`src/sv/fhsd_pkg.sv`:
```
// ----------------------------------------------------------------------------
// fhsd_pkg
// Shared constants and types of the frame header sync deframer.
// ----------------------------------------------------------------------------
package fhsd_pkg;

  localparam int HEADER_BYTES = 20;
  localparam int NUM_SCHEMES  = 5;
  localparam int HOLD_DEPTH   = 7;
  // the last held byte is checked as it arrives, so only the first ones are stored
  localparam int WIN_DEPTH    = HOLD_DEPTH - 1;
  localparam int HOLD_CNT_W   = $clog2(HOLD_DEPTH);
  localparam int REL_IDX_W    = $clog2(HOLD_DEPTH);
  localparam int LEN_W        = 11;

  localparam int CFG_IDX_W = 1;
  localparam logic [CFG_IDX_W-1:0] REG_MIN_PAYLOAD = 1'd0;
  localparam logic [CFG_IDX_W-1:0] REG_MAX_FRAME   = 1'd1;
  localparam logic [LEN_W-1:0] MIN_PAYLOAD_RST = 11'd46;
  localparam logic [LEN_W-1:0] MAX_FRAME_RST   = 11'd1500;

  localparam logic [1:0] SEC_HEADER  = 2'd0;
  localparam logic [1:0] SEC_PAYLOAD = 2'd1;
  localparam logic [1:0] SEC_TRAILER = 2'd2;

  localparam logic KIND_PASS    = 1'b0;
  localparam logic KIND_RELEASE = 1'b1;

  localparam int Q_DEPTH = 8;
  localparam int Q_PTR_W = $clog2(Q_DEPTH);
  localparam int Q_CNT_W = $clog2(Q_DEPTH + 1);

  typedef logic [7:0] byte_t;

  // one queue entry: a single passed byte, or all held header bytes to release
  typedef struct packed {
    logic                   kind;
    byte_t [HOLD_DEPTH-1:0] bytes;
    logic [1:0]             section;
    logic [2:0]             scheme;
    logic                   last;
  } q_entry_t;

  typedef struct packed {
    logic empty;
    logic full;
  } q_status_t;

endpackage

```
`src/sv/frame_header_sync_deframer.sv`:
```
// ----------------------------------------------------------------------------
// frame_header_sync_deframer
// Byte stream deframer: header sync, section tagging and frame marking.
// ----------------------------------------------------------------------------
// The block takes one byte per cycle on the in_ stream as long as its command
// queue (8 entries) has room, and gives one result per cycle from its output
// register while the receiver takes them. While searching it holds the first
// seven bytes of a candidate header and gives nothing; a bad header drops one
// byte and the search slides on. A good header releases the seven held bytes,
// which the back end plays out one after another from a single queue entry,
// and every later byte of the frame then passes through a queue entry and the
// output register. Within a frame the sustained rate is one byte per cycle in
// and out while neither stream stalls. Sizes from min_payload and max_frame are
// taken when a header is accepted; write them only while the block is idle.
// ----------------------------------------------------------------------------
module frame_header_sync_deframer (
  input  logic                            clk,
  input  logic                            rst_n,
  input  logic                            in_tvalid,
  output logic                            in_tready,
  input  logic [7:0]                      in_tdata,   // rx_byte
  output logic                            out_tvalid,
  input  logic                            out_tready,
  output logic [7:0]                      out_tdata,  // out_byte
  output logic [7:0]                      out_tuser,  // section[1:0], scheme_id[4:2],
                                                      // frame_first[5]
  output logic                            out_tlast,  // frame_last
  input  logic                            cfg_valid,
  output logic                            cfg_ready,
  input  logic [fhsd_pkg::CFG_IDX_W-1:0]  cfg_index,
  input  logic [fhsd_pkg::LEN_W-1:0]      cfg_data
);
  import fhsd_pkg::*;

  q_status_t q_stat;
  q_entry_t  q_wdata, q_head;
  logic      q_push, q_pop;

  fhsd_front u_front (
    .clk       (clk),
    .rst_n     (rst_n),
    .in_tvalid (in_tvalid),
    .in_tready (in_tready),
    .in_tdata  (in_tdata),
    .cfg_valid (cfg_valid),
    .cfg_ready (cfg_ready),
    .cfg_index (cfg_index),
    .cfg_data  (cfg_data),
    .q_stat    (q_stat),
    .q_push    (q_push),
    .q_wdata   (q_wdata)
  );

  fhsd_queue u_queue (
    .clk    (clk),
    .rst_n  (rst_n),
    .push   (q_push),
    .wdata  (q_wdata),
    .pop    (q_pop),
    .rdata  (q_head),
    .status (q_stat)
  );

  fhsd_back u_back (
    .clk        (clk),
    .rst_n      (rst_n),
    .q_stat     (q_stat),
    .q_head     (q_head),
    .q_pop      (q_pop),
    .out_tvalid (out_tvalid),
    .out_tready (out_tready),
    .out_tdata  (out_tdata),
    .out_tuser  (out_tuser),
    .out_tlast  (out_tlast)
  );

endmodule

```
`src/sv/fhsd_queue.sv`:
```
// ----------------------------------------------------------------------------
// fhsd_queue
// Small register queue of commands between the front and the back end.
// ----------------------------------------------------------------------------
module fhsd_queue (
  input  logic                clk,
  input  logic                rst_n,
  input  logic                push,
  input  fhsd_pkg::q_entry_t  wdata,
  input  logic                pop,
  output fhsd_pkg::q_entry_t  rdata,
  output fhsd_pkg::q_status_t status
);
  import fhsd_pkg::*;

  q_entry_t             mem_r [Q_DEPTH];
  logic [Q_PTR_W-1:0]   wr_ptr_r, wr_ptr_nxt;
  logic [Q_PTR_W-1:0]   rd_ptr_r, rd_ptr_nxt;
  logic [Q_CNT_W-1:0]   count_r, count_nxt;

  assign status.empty = (count_r == '0);
  assign status.full  = (count_r == Q_CNT_W'(Q_DEPTH));
  assign rdata        = mem_r[rd_ptr_r];

  always_comb begin
    wr_ptr_nxt = push ? wr_ptr_r + 1'b1 : wr_ptr_r;
    rd_ptr_nxt = pop ? rd_ptr_r + 1'b1 : rd_ptr_r;
    count_nxt  = count_r;
    if (push && !pop) begin
      count_nxt = count_r + 1'b1;
    end else if (pop && !push) begin
      count_nxt = count_r - 1'b1;
    end
  end

  always_ff @(posedge clk) begin
    if (!rst_n) begin
      wr_ptr_r <= '0;
      rd_ptr_r <= '0;
      count_r  <= '0;
    end else begin
      wr_ptr_r <= wr_ptr_nxt;
      rd_ptr_r <= rd_ptr_nxt;
      count_r  <= count_nxt;
    end
  end

  always_ff @(posedge clk) begin
    if (push) begin
      mem_r[wr_ptr_r] <= wdata;
    end
  end

  a_no_push_full: assert property (@(posedge clk) disable iff (!rst_n)
    push |-> !status.full)
    else $error("queue written while full");

  a_no_pop_empty: assert property (@(posedge clk) disable iff (!rst_n)
    pop |-> !status.empty)
    else $error("queue read while empty");

  a_count_tracks: assert property (@(posedge clk) disable iff (!rst_n)
    (push && !pop) |=> (count_r == $past(count_r) + 1'b1))
    else $error("queue count lost a push");

endmodule

```
`src/sv/fhsd_front.sv`:
```
// ----------------------------------------------------------------------------
// fhsd_front
// Accepts stream bytes, holds and checks candidate headers, tags frame bytes
// and issues pass or release commands to the queue.
// ----------------------------------------------------------------------------
module fhsd_front (
  input  logic                            clk,
  input  logic                            rst_n,
  input  logic                            in_tvalid,
  output logic                            in_tready,
  input  logic [7:0]                      in_tdata,
  input  logic                            cfg_valid,
  output logic                            cfg_ready,
  input  logic [fhsd_pkg::CFG_IDX_W-1:0]  cfg_index,
  input  logic [fhsd_pkg::LEN_W-1:0]      cfg_data,
  input  fhsd_pkg::q_status_t             q_stat,
  output logic                            q_push,
  output fhsd_pkg::q_entry_t              q_wdata
);
  import fhsd_pkg::*;

  function automatic logic [2:0] trailer_len(input byte_t scheme);
    logic [2:0] len;
    len = 3'd2;
    if (scheme == 8'd1) begin
      len = 3'd1;
    end else if (scheme == 8'd4) begin
      len = 3'd4;
    end
    return len;
  endfunction

  logic [LEN_W-1:0]      min_payload_r, max_frame_r;
  byte_t                 win_r [WIN_DEPTH];
  byte_t                 win_nxt [WIN_DEPTH];
  logic [HOLD_CNT_W-1:0] hold_count_r, hold_count_nxt;
  logic                  in_frame_r, in_frame_nxt;
  logic [LEN_W-1:0]      bif_r, bif_nxt;
  logic [LEN_W-1:0]      frame_total_r, frame_total_nxt;
  logic [LEN_W-1:0]      payload_end_r, payload_end_nxt;
  logic [2:0]            cur_scheme_r, cur_scheme_nxt;

  logic        accept;
  logic        win_full;
  logic [15:0] decl_len, payload;
  logic [16:0] hdr_end, total;
  logic        hdr_good;
  logic        pass_last;
  logic [1:0]  pass_sec;

  assign in_tready = !q_stat.full;
  assign cfg_ready = 1'b1;
  assign accept    = in_tvalid && in_tready;
  assign win_full  = (hold_count_r == HOLD_CNT_W'(WIN_DEPTH));

  // header check on the stored bytes plus the byte arriving now as scheme id
  always_comb begin
    decl_len = {win_r[4], win_r[5]};
    payload  = (decl_len < {5'b0, min_payload_r}) ? {5'b0, min_payload_r} : decl_len;
    hdr_end  = 17'(HEADER_BYTES) + {1'b0, payload};
    total    = hdr_end + {14'b0, trailer_len(in_tdata)};
    hdr_good = (in_tdata < 8'(NUM_SCHEMES)) && (payload <= {5'b0, max_frame_r})
               && (total <= {6'b0, max_frame_r});
  end

  always_comb begin
    pass_last = ({1'b0, bif_r} + 12'd1) >= {1'b0, frame_total_r};
    if (bif_r < LEN_W'(HEADER_BYTES)) begin
      pass_sec = SEC_HEADER;
    end else if (bif_r < payload_end_r) begin
      pass_sec = SEC_PAYLOAD;
    end else begin
      pass_sec = SEC_TRAILER;
    end
  end

  always_comb begin
    win_nxt         = win_r;
    hold_count_nxt  = hold_count_r;
    in_frame_nxt    = in_frame_r;
    bif_nxt         = bif_r;
    frame_total_nxt = frame_total_r;
    payload_end_nxt = payload_end_r;
    cur_scheme_nxt  = cur_scheme_r;
    q_push          = 1'b0;
    q_wdata         = '0;

    if (accept) begin
      if (in_frame_r) begin
        q_push           = 1'b1;
        q_wdata.kind     = KIND_PASS;
        q_wdata.bytes[0] = in_tdata;
        q_wdata.section  = pass_sec;
        q_wdata.scheme   = cur_scheme_r;
        q_wdata.last     = pass_last;
        if (pass_last) begin
          in_frame_nxt = 1'b0;
          bif_nxt      = '0;
        end else begin
          bif_nxt = bif_r + 1'b1;
        end
      end else if (!win_full) begin
        for (int i = 0; i < WIN_DEPTH; i++) begin
          if (hold_count_r == HOLD_CNT_W'(i)) begin
            win_nxt[i] = in_tdata;
          end
        end
        hold_count_nxt = hold_count_r + 1'b1;
      end else if (!hdr_good) begin
        // drop the oldest byte and slide by one
        for (int i = 0; i < WIN_DEPTH - 1; i++) begin
          win_nxt[i] = win_r[i+1];
        end
        win_nxt[WIN_DEPTH-1] = in_tdata;
      end else begin
        q_push          = 1'b1;
        q_wdata.kind    = KIND_RELEASE;
        for (int i = 0; i < WIN_DEPTH; i++) begin
          q_wdata.bytes[i] = win_r[i];
        end
        q_wdata.bytes[WIN_DEPTH] = in_tdata;
        q_wdata.section = SEC_HEADER;
        q_wdata.scheme  = in_tdata[2:0];
        // a frame is always longer than the held bytes
        q_wdata.last    = 1'b0;
        hold_count_nxt  = '0;
        in_frame_nxt    = 1'b1;
        bif_nxt         = LEN_W'(HOLD_DEPTH);
        frame_total_nxt = total[LEN_W-1:0];
        payload_end_nxt = hdr_end[LEN_W-1:0];
        cur_scheme_nxt  = in_tdata[2:0];
      end
    end
  end

  always_ff @(posedge clk) begin
    if (!rst_n) begin
      min_payload_r <= MIN_PAYLOAD_RST;
      max_frame_r   <= MAX_FRAME_RST;
      hold_count_r  <= '0;
      in_frame_r    <= 1'b0;
      bif_r         <= '0;
      frame_total_r <= '0;
      payload_end_r <= '0;
      cur_scheme_r  <= '0;
    end else begin
      if (cfg_valid && cfg_ready) begin
        case (cfg_index)
          REG_MIN_PAYLOAD: min_payload_r <= cfg_data;
          REG_MAX_FRAME:   max_frame_r   <= cfg_data;
          default: ;
        endcase
      end
      hold_count_r  <= hold_count_nxt;
      in_frame_r    <= in_frame_nxt;
      bif_r         <= bif_nxt;
      frame_total_r <= frame_total_nxt;
      payload_end_r <= payload_end_nxt;
      cur_scheme_r  <= cur_scheme_nxt;
    end
  end

  always_ff @(posedge clk) begin
    win_r <= win_nxt;
  end

  a_frame_empty_window: assert property (@(posedge clk) disable iff (!rst_n)
    in_frame_r |-> (hold_count_r == '0))
    else $error("window holds bytes during a frame");

  a_frame_pos_bound: assert property (@(posedge clk) disable iff (!rst_n)
    in_frame_r |-> (bif_r < frame_total_r))
    else $error("frame position past frame end");

  a_release_starts_frame: assert property (@(posedge clk) disable iff (!rst_n)
    (q_push && q_wdata.kind == KIND_RELEASE) |=> in_frame_r)
    else $error("release without entering a frame");

endmodule

```
`src/sv/fhsd_back.sv`:
```
// ----------------------------------------------------------------------------
// fhsd_back
// Plays queue commands out onto the result stream through an output register;
// a release command gives its held bytes one per cycle while out_tready is high.
// ----------------------------------------------------------------------------
module fhsd_back (
  input  logic                clk,
  input  logic                rst_n,
  input  fhsd_pkg::q_status_t q_stat,
  input  fhsd_pkg::q_entry_t  q_head,
  output logic                q_pop,
  output logic                out_tvalid,
  input  logic                out_tready,
  output logic [7:0]          out_tdata,  // out_byte
  output logic [7:0]          out_tuser,  // section[1:0], scheme_id[4:2], frame_first[5]
  output logic                out_tlast   // frame_last
);
  import fhsd_pkg::*;

  logic                 out_valid_r, out_valid_nxt;
  byte_t                out_byte_r, out_byte_nxt;
  logic [1:0]           out_sec_r, out_sec_nxt;
  logic [2:0]           out_scheme_r, out_scheme_nxt;
  logic                 out_first_r, out_first_nxt;
  logic                 out_last_r, out_last_nxt;
  logic [REL_IDX_W-1:0] idx_r, idx_nxt;
  logic                 load;
  logic                 rel_end;

  assign load    = !q_stat.empty && (!out_valid_r || out_tready);
  assign rel_end = (idx_r == REL_IDX_W'(HOLD_DEPTH - 1));

  always_comb begin
    out_valid_nxt  = out_valid_r && !out_tready;
    out_byte_nxt   = out_byte_r;
    out_sec_nxt    = out_sec_r;
    out_scheme_nxt = out_scheme_r;
    out_first_nxt  = out_first_r;
    out_last_nxt   = out_last_r;
    idx_nxt        = idx_r;
    q_pop          = 1'b0;

    if (load) begin
      out_valid_nxt  = 1'b1;
      out_sec_nxt    = q_head.section;
      out_scheme_nxt = q_head.scheme;
      if (q_head.kind == KIND_RELEASE) begin
        out_byte_nxt  = q_head.bytes[idx_r];
        out_first_nxt = (idx_r == '0);
        out_last_nxt  = q_head.last && rel_end;
        if (rel_end) begin
          idx_nxt = '0;
          q_pop   = 1'b1;
        end else begin
          idx_nxt = idx_r + 1'b1;
        end
      end else begin
        out_byte_nxt  = q_head.bytes[0];
        out_first_nxt = 1'b0;
        out_last_nxt  = q_head.last;
        q_pop         = 1'b1;
      end
    end
  end

  always_ff @(posedge clk) begin
    if (!rst_n) begin
      out_valid_r <= 1'b0;
      idx_r       <= '0;
    end else begin
      out_valid_r <= out_valid_nxt;
      idx_r       <= idx_nxt;
    end
  end

  always_ff @(posedge clk) begin
    out_byte_r   <= out_byte_nxt;
    out_sec_r    <= out_sec_nxt;
    out_scheme_r <= out_scheme_nxt;
    out_first_r  <= out_first_nxt;
    out_last_r   <= out_last_nxt;
  end

  assign out_tvalid = out_valid_r;
  assign out_tdata  = out_byte_r;
  assign out_tuser  = {2'b00, out_first_r, out_scheme_r, out_sec_r};
  assign out_tlast  = out_last_r;

  a_release_in_progress: assert property (@(posedge clk) disable iff (!rst_n)
    (idx_r != '0) |-> (!q_stat.empty && q_head.kind == KIND_RELEASE))
    else $error("release index set without a release at the head");

  a_first_is_header: assert property (@(posedge clk) disable iff (!rst_n)
    (out_valid_r && out_first_r) |-> (out_sec_r == SEC_HEADER && !out_last_r))
    else $error("first byte of frame not tagged as header");

  a_first_after_last: assert property (@(posedge clk) disable iff (!rst_n)
    (load && q_head.kind == KIND_RELEASE && idx_r == '0) |=> out_first_r)
    else $error("release did not start with the first byte");

endmodule

```
`config.mk`:
```
export PLATFORM = sky130hd
export DESIGN_NAME = frame_header_sync_deframer
export DESIGN_NICKNAME = d
export VERILOG_FILES = /design/src/sv/fhsd_pkg.sv /design/src/sv/frame_header_sync_deframer.sv /design/src/sv/fhsd_queue.sv /design/src/sv/fhsd_front.sv /design/src/sv/fhsd_back.sv
export SDC_FILE = /design/constraint.sdc
export NUM_CORES = 1
export LEC_CHECK = 0
export ABC_AREA = 0
export BUFFER_PORTS_ARGS = -buffer_cell sky130_fd_sc_hd__buf_4
export CAP_MARGIN = 30
export CELL_PAD_IN_SITES_DETAIL_PLACEMENT = 1
export CELL_PAD_IN_SITES_GLOBAL_PLACEMENT = 2
export CORE_ASPECT_RATIO = 0.9
export CORE_UTILIZATION = 51
export CTS_CLUSTER_SIZE = 10
export DETAILED_ROUTE_END_ITERATION = 6
export GPL_TIMING_DRIVEN = 0
export PLACE_DENSITY_LB_ADDON = 0.12
export SLEW_MARGIN = 25
export SYNTH_ARGS = -nofsm -noshare
export SYNTH_HDL_FRONTEND = slang
export SYNTH_HIERARCHICAL = 1
export SYNTH_SLANG_ARGS = --single-unit
```
`constraint.sdc`:
```
create_clock -name clk -period 23.6 [get_ports clk]
set_input_delay 1.18 -clock clk [delete_from_list [all_inputs] [get_ports clk]]
set_output_delay 1.18 -clock clk [all_outputs]
set_load 0.01 [all_outputs]
```
== Word level (Yosys, flattened, before mapping) ==
Memory sizes are Yosys's and may differ from the RTL's. A register that Yosys moved wholly into a read port is not among the register bits.
Cells that the tools add are included.

* Register bits after elaboration: 139
* RAM bits: 504
* Bits of input ports: 25
* Memories: 1

{| class="wikitable"
|+ Memories
! name !! words !! bits a word !! rd ports !! clocked after Yosys merged registers in !! write ports !! line !! source
|-
| u_queue.mem_r || 8 || 63 || 1 || 1 || 1 || fhsd_queue.sv:16 || <nowiki>q_entry_t mem_r [Q_DEPTH];</nowiki>
|}

* Add/subtract/negate cells: 10
* Magnitude comparators: 8
* Eq/ne operators: 12
* Muxes and demuxes: 46
* Bitwise logic cells: 2
* Reduce and logical (&&, ||, !) cells: 39

{| class="wikitable"
|+ Operators by type and width
! kind !! count
|-
| two-way mux 63 bit || 3
|-
| two-way mux 48 bit || 3
|-
| two-way mux 8 bit || 8
|-
| two-way mux 11 bit || 4
|-
| AND reduction 4 bit || 7
|-
| binary-select mux 8 bit (select 3 bit) || 1
|-
| two-way mux 3 bit || 7
|-
| nonzero test 2 bit || 9
|-
| adder 17 x 3 -> 17 bit || 1
|-
| adder 5 x 16 -> 17 bit (first input constant) || 1
|-
| <= comparator 17 x 11 -> 1 bit || 1
|-
| <= comparator 16 x 11 -> 1 bit || 1
|-
| < comparator 16 x 11 -> 1 bit || 1
|-
| two-way mux 16 bit || 1
|-
| two-way mux 1 bit || 14
|-
| two-way mux 14 bit || 1
|-
| adder 11 x 1 -> 12 bit (second input constant) || 1
|-
| adder 3 x 1 -> 3 bit (second input constant) || 4
|-
| equality test 3 bit (second input constant) || 4
|-
| greater-or-equal comparator 12 x 11 -> 1 bit || 1
|-
| adder 11 x 1 -> 11 bit (second input constant) || 1
|-
| < comparator 11 bit || 1
|-
| < comparator 11 x 5 -> 1 bit (second input constant) || 1
|-
| equality test 8 x 1 -> 1 bit (second input constant) || 1
|-
| 19 further kinds || 40
|}

== Logic depth before layout (Yosys ltp) ==
* Depth after elaboration: 14
* Mapped depth: 39
* Depth with buffers taken out: 34

== By module ==
Netlist, hierarchy kept.

{| class="wikitable"
|+ By module, submodules not included
! module !! instances !! cells an instance !! area an instance (sq um)
|-
| fhsd_queue || 1 || 797 || 19535.0
|-
| fhsd_front || 1 || 806 || 7179.4
|-
| fhsd_back || 1 || 120 || 1300.0
|}

== Least setup slack after synthesis ==
No wires, ideal clock.

* Path kind: reg-to-reg
* Start point: reg u_front.win_r, in the netlist u_front/decl_len[7]
* End point: mem u_queue/mem_r[0][0] in the netlist's numbering (enable)
* Setup time: 0.562 ns
* Arrival: 10.556 ns
* Required time: 23.038 ns
* Slack: 12.483 ns
* Stages on the path, launching flop included: 33
* Period minus slack after synthesis: 11.117 ns
* Cells stage by stage: edfxtp_1 > ha_1 > and3_1 > nand3_1 > o31ai_1 > or2_1 > buf_2 > buf_6 > clkbuf_1 > clkbuf_1 > nand2_1 > o21ai_0 > ha_1 > clkbuf_1 > o21ai_0 > xnor2_1 > and3b_1 > nand2_1 > mux2_2 > nor2_1 > and3_1 > xor2_1 > ha_1 > a2111oi_0 > nand2_1 > o21ai_0 > and3_1 > nand4_1 > nor2_1 > buf_2 > or2_1 > nand2b_1 > nor3_1

* Longest elaborated chain between the ends: 12
* Elaborated cells on any way between the ends: 14
* Those cells by class: 2 x add/sub; 3 x order compare; 7 x mux; 2 x reduce/logical

{| class="wikitable"
|+ Ends and longest elaborated chain
! item !! line !! source
|-
| start, declared || fhsd_front.sv:34 || <nowiki>byte_t win_r [WIN_DEPTH];</nowiki>
|-
| start signal, assigned || fhsd_front.sv:164 || <nowiki>win_r <= win_nxt;</nowiki>
|-
| < comparator 16 x 11 -> 1 bit || fhsd_front.sv:59 || <nowiki>payload = (decl_len < {5'b0, min_payload_r}) ? {5'b0, min_payload_r} : decl_len;</nowiki>
|-
| two-way mux 16 bit * || fhsd_front.sv:59 ||
|-
| adder 5 x 16 -> 17 bit * || fhsd_front.sv:60 || <nowiki>hdr_end = 17'(HEADER_BYTES) + {1'b0, payload};</nowiki>
|-
| adder 17 x 3 -> 17 bit * || fhsd_front.sv:61 || <nowiki>total = hdr_end + {14'b0, trailer_len(in_tdata)};</nowiki>
|-
| via u_front.total[10] || fhsd_front.sv:46 || <nowiki>logic [16:0] hdr_end, total;</nowiki>
|-
| <= comparator 17 x 11 -> 1 bit * || fhsd_front.sv:63 || <nowiki>&& (total <= {6'b0, max_frame_r});</nowiki>
|-
| logical AND 1 bit * || fhsd_front.sv:63 ||
|-
| two-way mux 1 bit * || fhsd_front.sv:109 || <nowiki>end else if (!hdr_good) begin</nowiki>
|-
| two-way mux 1 bit * || fhsd_front.sv:102 || <nowiki>end else if (!win_full) begin</nowiki>
|-
| two-way mux 1 bit * || fhsd_front.sv:89 || <nowiki>if (in_frame_r) begin</nowiki>
|-
| two-way mux 1 bit * || fhsd_front.sv:88 || <nowiki>if (accept) begin</nowiki>
|-
| via q_push || frame_header_sync_deframer.sv:37 || <nowiki>logic q_push, q_pop;</nowiki>
|-
| two-way mux 1 bit * || fhsd_queue.sv:49 || <nowiki>if (push) begin</nowiki>
|-
| two-way mux 1 bit (not written as such) * || fhsd_queue.sv:50 || <nowiki>mem_r[wr_ptr_r] <= wdata;</nowiki>
|-
| end, declared || fhsd_queue.sv:16 ||
|}

Mark *: on every way through the listed nets, which the timed path passes. The rest lies on a longest branch.

== Worst setup path in the final report ==
* Start point: reg u_front.win_r, in the netlist u_front/decl_len[10]
* End point: mem u_queue/mem_r[4][60] in the netlist's numbering (enable)

The elaborated chain is that of the path after synthesis.

==> results by group <==
Clock tree
  – CTS Hold Bufs: 0
  – Clock transition at the registers of the reported paths: 0.05 ns
  – Clock tree sinks: 646
  – Clock tree from TritonCTS: built
  – H-tree Lvls: 3
  – Root buf cell: clkbuf_16
  – Total setup buffers inserted after CTS: 0
  – Skew-Pair Late Insertion Delay: 0.61 ns
  – Clock buffer depth: 3
  – TritonCTS buffer count: 76
  – Post-cts resize count: 0

Floorplanning
  – Top-Level Pins: 45
  – Vert. Die Dim: 224 µm
  – Starting density of the core: 51.6%
  – Std-Cell Rows: 81
  – Die Area: 0.0559 mm²
  – Die X: 249 µm
  – Placeable Area: 0.0543 mm²

Synth
  – Multiplexer share of the synthesized area: 14.5%
  – Adder-Cell Fraction of Synth Area: 2.96%
  – Largest family of logic cells by synthesized area: multiplexers
  – Asr flop ratio synth: 0%
  – Ys flop type: edfxtp_1
  – Post-Syn Instances: 1723
  – Register bit total from synthesis: 646
  – Seq/Total Area, Yosys: 66.4%
  – Warnings, synthesis: 6
  – Simple-Gate Fraction of Synth Area: 6.31%
  – Unique masters post-synth: 77
  – XOR/XNOR share of the synthesized area: 1.09%
  – Post-synth EDFFs: 567
  – Mean Syn Cell Area: 16.3 µm²
  – Synth Cell Area: 0.0280 mm²
  – Compound-Gate Fraction of Synth Area: 5.81%

Timing
  – Hold WS: 0.457 ns
  – Slew Viols, Final: 0
  – Period utilisation layout: 45.7%
  – Worst slew pin tran: 0.987 ns
  – Final critical-path required period: 10.79 ns
  – RSZ-0062 raised after global routing: no
  – Final Setup Violations: 0
  – Worst setup margin: 12.81 ns
  – Worst rel slew slack: 33.7%
  – Worst Skew: 0.0206 ns
  – Setup TNS: 0 ns
  – Final Hold Viols: 0
  – Max Fclk: 92.7 MHz

Global route
  – GR Overflow Total: 0
  – All-Layer GR Usage: 26.7%
  – First-pass GRT wire length: 109000 µm
  – Vias in the first global route: 17000
  – Antenna violations before repair: 1
  – Pin count of the biggest net entering global routing: 19

Critical path
  – WP data required: 23.91 ns
  – R2r worst-path depth: 40
  – Slowest CP cell: o31ai_1
  – CP peak stage delay: 0.65 ns
  – CP most frequent cell: buf_6
  – Critical Path Fanout Max: 10
  – Worst EP arrival: 11.10 ns
  – R2R Path Start: u_front/decl_len[10]
  – Worst Setup Start Kind: register
  – Worst setup EP type: register
  – Worst Setup Path Type: register to register
  – R2R Path End: u_queue/mem_r[4][60]
  – Worst reg2reg setup slack: 12.81 ns

Final layout
  – # nets final: 1988
  – Layout fillers: 4926
  – Area growth, synth to finish: 15.4%
  – Layout cells sized above 1: 23.6%

Power
  – Total power: 2.73 mW
  – Pwr/cell area: 84.4 mW/mm²
  – Lkg Pwr: 11.6 nW
  – VDD IR-drop max: 0.0493 mV

Hold path
  – Hold path depth: 2
  – Hold endpoint: u_front/max_frame_r[5]
  – Hold/Removal Path Class: register to register
  – Worst Hold Launch: u_front/max_frame_r[5]

Route
  – Vias per inst: 5.99
  – Post-DRT Antenna Nets: 0
  – DR WL/cell: 27.4 µm
  – Total number of vias: 15900
  – DRC: 0
  – First-pass iteration count of the detailed router: 5
  – DRT iter0 DRCs: 1081
  – DRT Wirelength: 72600 µm

Placement
  – Hpwl dp: 51500 µm
  – DP Worst Slack: 12.77 ns
  – Routability cong.: 0.815
  – IO Port Bufs: 41

Outcome
  – Status: completed

Run
  – Maxcap violations: 0
## cells in the mapped netlist, drive strengths merged, types with 36 or more instances
master  count  share of area, %
edfxtp    567                61
mux4      126                10
nand2     114               1.5
mux2       84               3.4
dfxtp      79               5.6
ha         63               2.8
inv        60              0.80
buf        57               1.5
a21o       55               1.5
and2       51               1.1
nor2       48              0.65
clkbuf     42              0.56
o21ai      40              0.71
a21oi      36              0.64
## report_power, final
group          switching (mW)  internal, mW
clock network           0.445         0.617
registers              0.0186          1.27
logic                   0.205         0.174
## critical path: cells and delay by family, from the launching register on
family	cells	cell delay, ns
compound gates	5	1.71
xor+xnor	2	0.44
fa+ha+maj	3	0.93
buf+inv	14	3.24
flops	1	0.51
mux	1	0.31
simple gates	15	3.35
## state kept, by name, indices dropped and copies added, names as in the netlist, 4 cells and up, named ones only
signal,count
u_queue/count_r,4
u_back/out_tdata,8
u_front/max_frame_r,11
u_front/decl_len,16
u_front/bif_r,11
u_front/win_r,32
u_front/frame_total_r,11
u_front/payload_end_r,11
u_front/min_payload_r,11
u_queue/mem_r,504
## worst max path at each step
| stage | start | endpoint | slack, ns | cells past startpoint |
|---|---|---|---|---|
| 3_5_place_dp | u_front/decl_len[7] | u_queue/mem_r[4][59] | 12.77 | 40 |
| 6_report | u_front/decl_len[10] | u_queue/mem_r[4][60] | 12.81 | 40 |
| 5_1_grt | u_front/decl_len[7] | u_queue/mem_r[4][60] | 12.05 | 40 |
| 4_1_cts | u_front/decl_len[6] | u_queue/mem_r[4][60] | 12.73 | 40 |
| 3_3_place_gp | u_front/decl_len[7] | u_queue/mem_r[4][59] | 6.03 | 32 |
| 2_1_floorplan | u_front/decl_len[7] | u_queue/mem_r[0][0] | 12.48 | 32 |
## layer usage
layer,global-route usage [%],vias up,part of all wire [%]
met5,0,-,0
met4,8.02,0,2.6
met3,4.86,99,5.4
met2,44.0,419,48
met1,36.5,8308,44
li1,-,7039,-
## cell families after synthesis
logic type      Yosys count
other cells               3
flops                   646
compound gates          233
simple gates            345
fa+ha+maj                65
xor+xnor                 35
mux                     237
buf+inv                 159
## metrics by stage
stage	utilization, %	instance area (µm²)	instances
CTS	59.5	32300	2648
global route	59.5	32300	2648
detailed placement	55.4	30100	2525
floorplan	-	28100	1733
global placement	53.8	29200	2479
finish	59.5	32300	2650
## final cells by class
cell class	instances	area (µm²)	share of cell area (%)
repair buffers	87	1090	3.38
plain buffers	99	568	1.76
well taps	705	882	2.73
clock inverters	7	72.6	0.225
multi-input cells	928	8750	27.1
clock buffers	116	2120	6.57
diodes	2	5.00	0.0155
flip-flops and latches	646	18600	57.6
inverters	60	225	0.697
## cells in the final DEF, fill, tap and decap left out, drive strengths merged, types with 5 or more instances in the layout
master  Yosys  layout
a21o       55      55
a31oi       6       6
mux2       84      84
dfxtp      79      79
o21a        8       8
edfxtp    567     567
nand3      25      25
nor3       16      16
ha         63      63
nor2       48      48
mux2i      27      27
and3        7       7
buf        57     144
and2       51      51
nor2b      28      28
a21oi      36      36
a22o       11      11
a211oi      5       5
xor2       11      11
xnor2      24      24
nor4        6       6
o31ai       7       7
conb        3      13
o211ai     14      14
nand4      14      14
o21ai      40      40
inv        60      64
mux4      126     126
o22ai      13      13
nand2b     15      15
clkbuf     42     158
nand2     114     114
o221ai      5       5
(Power assumes the default switching activity.)
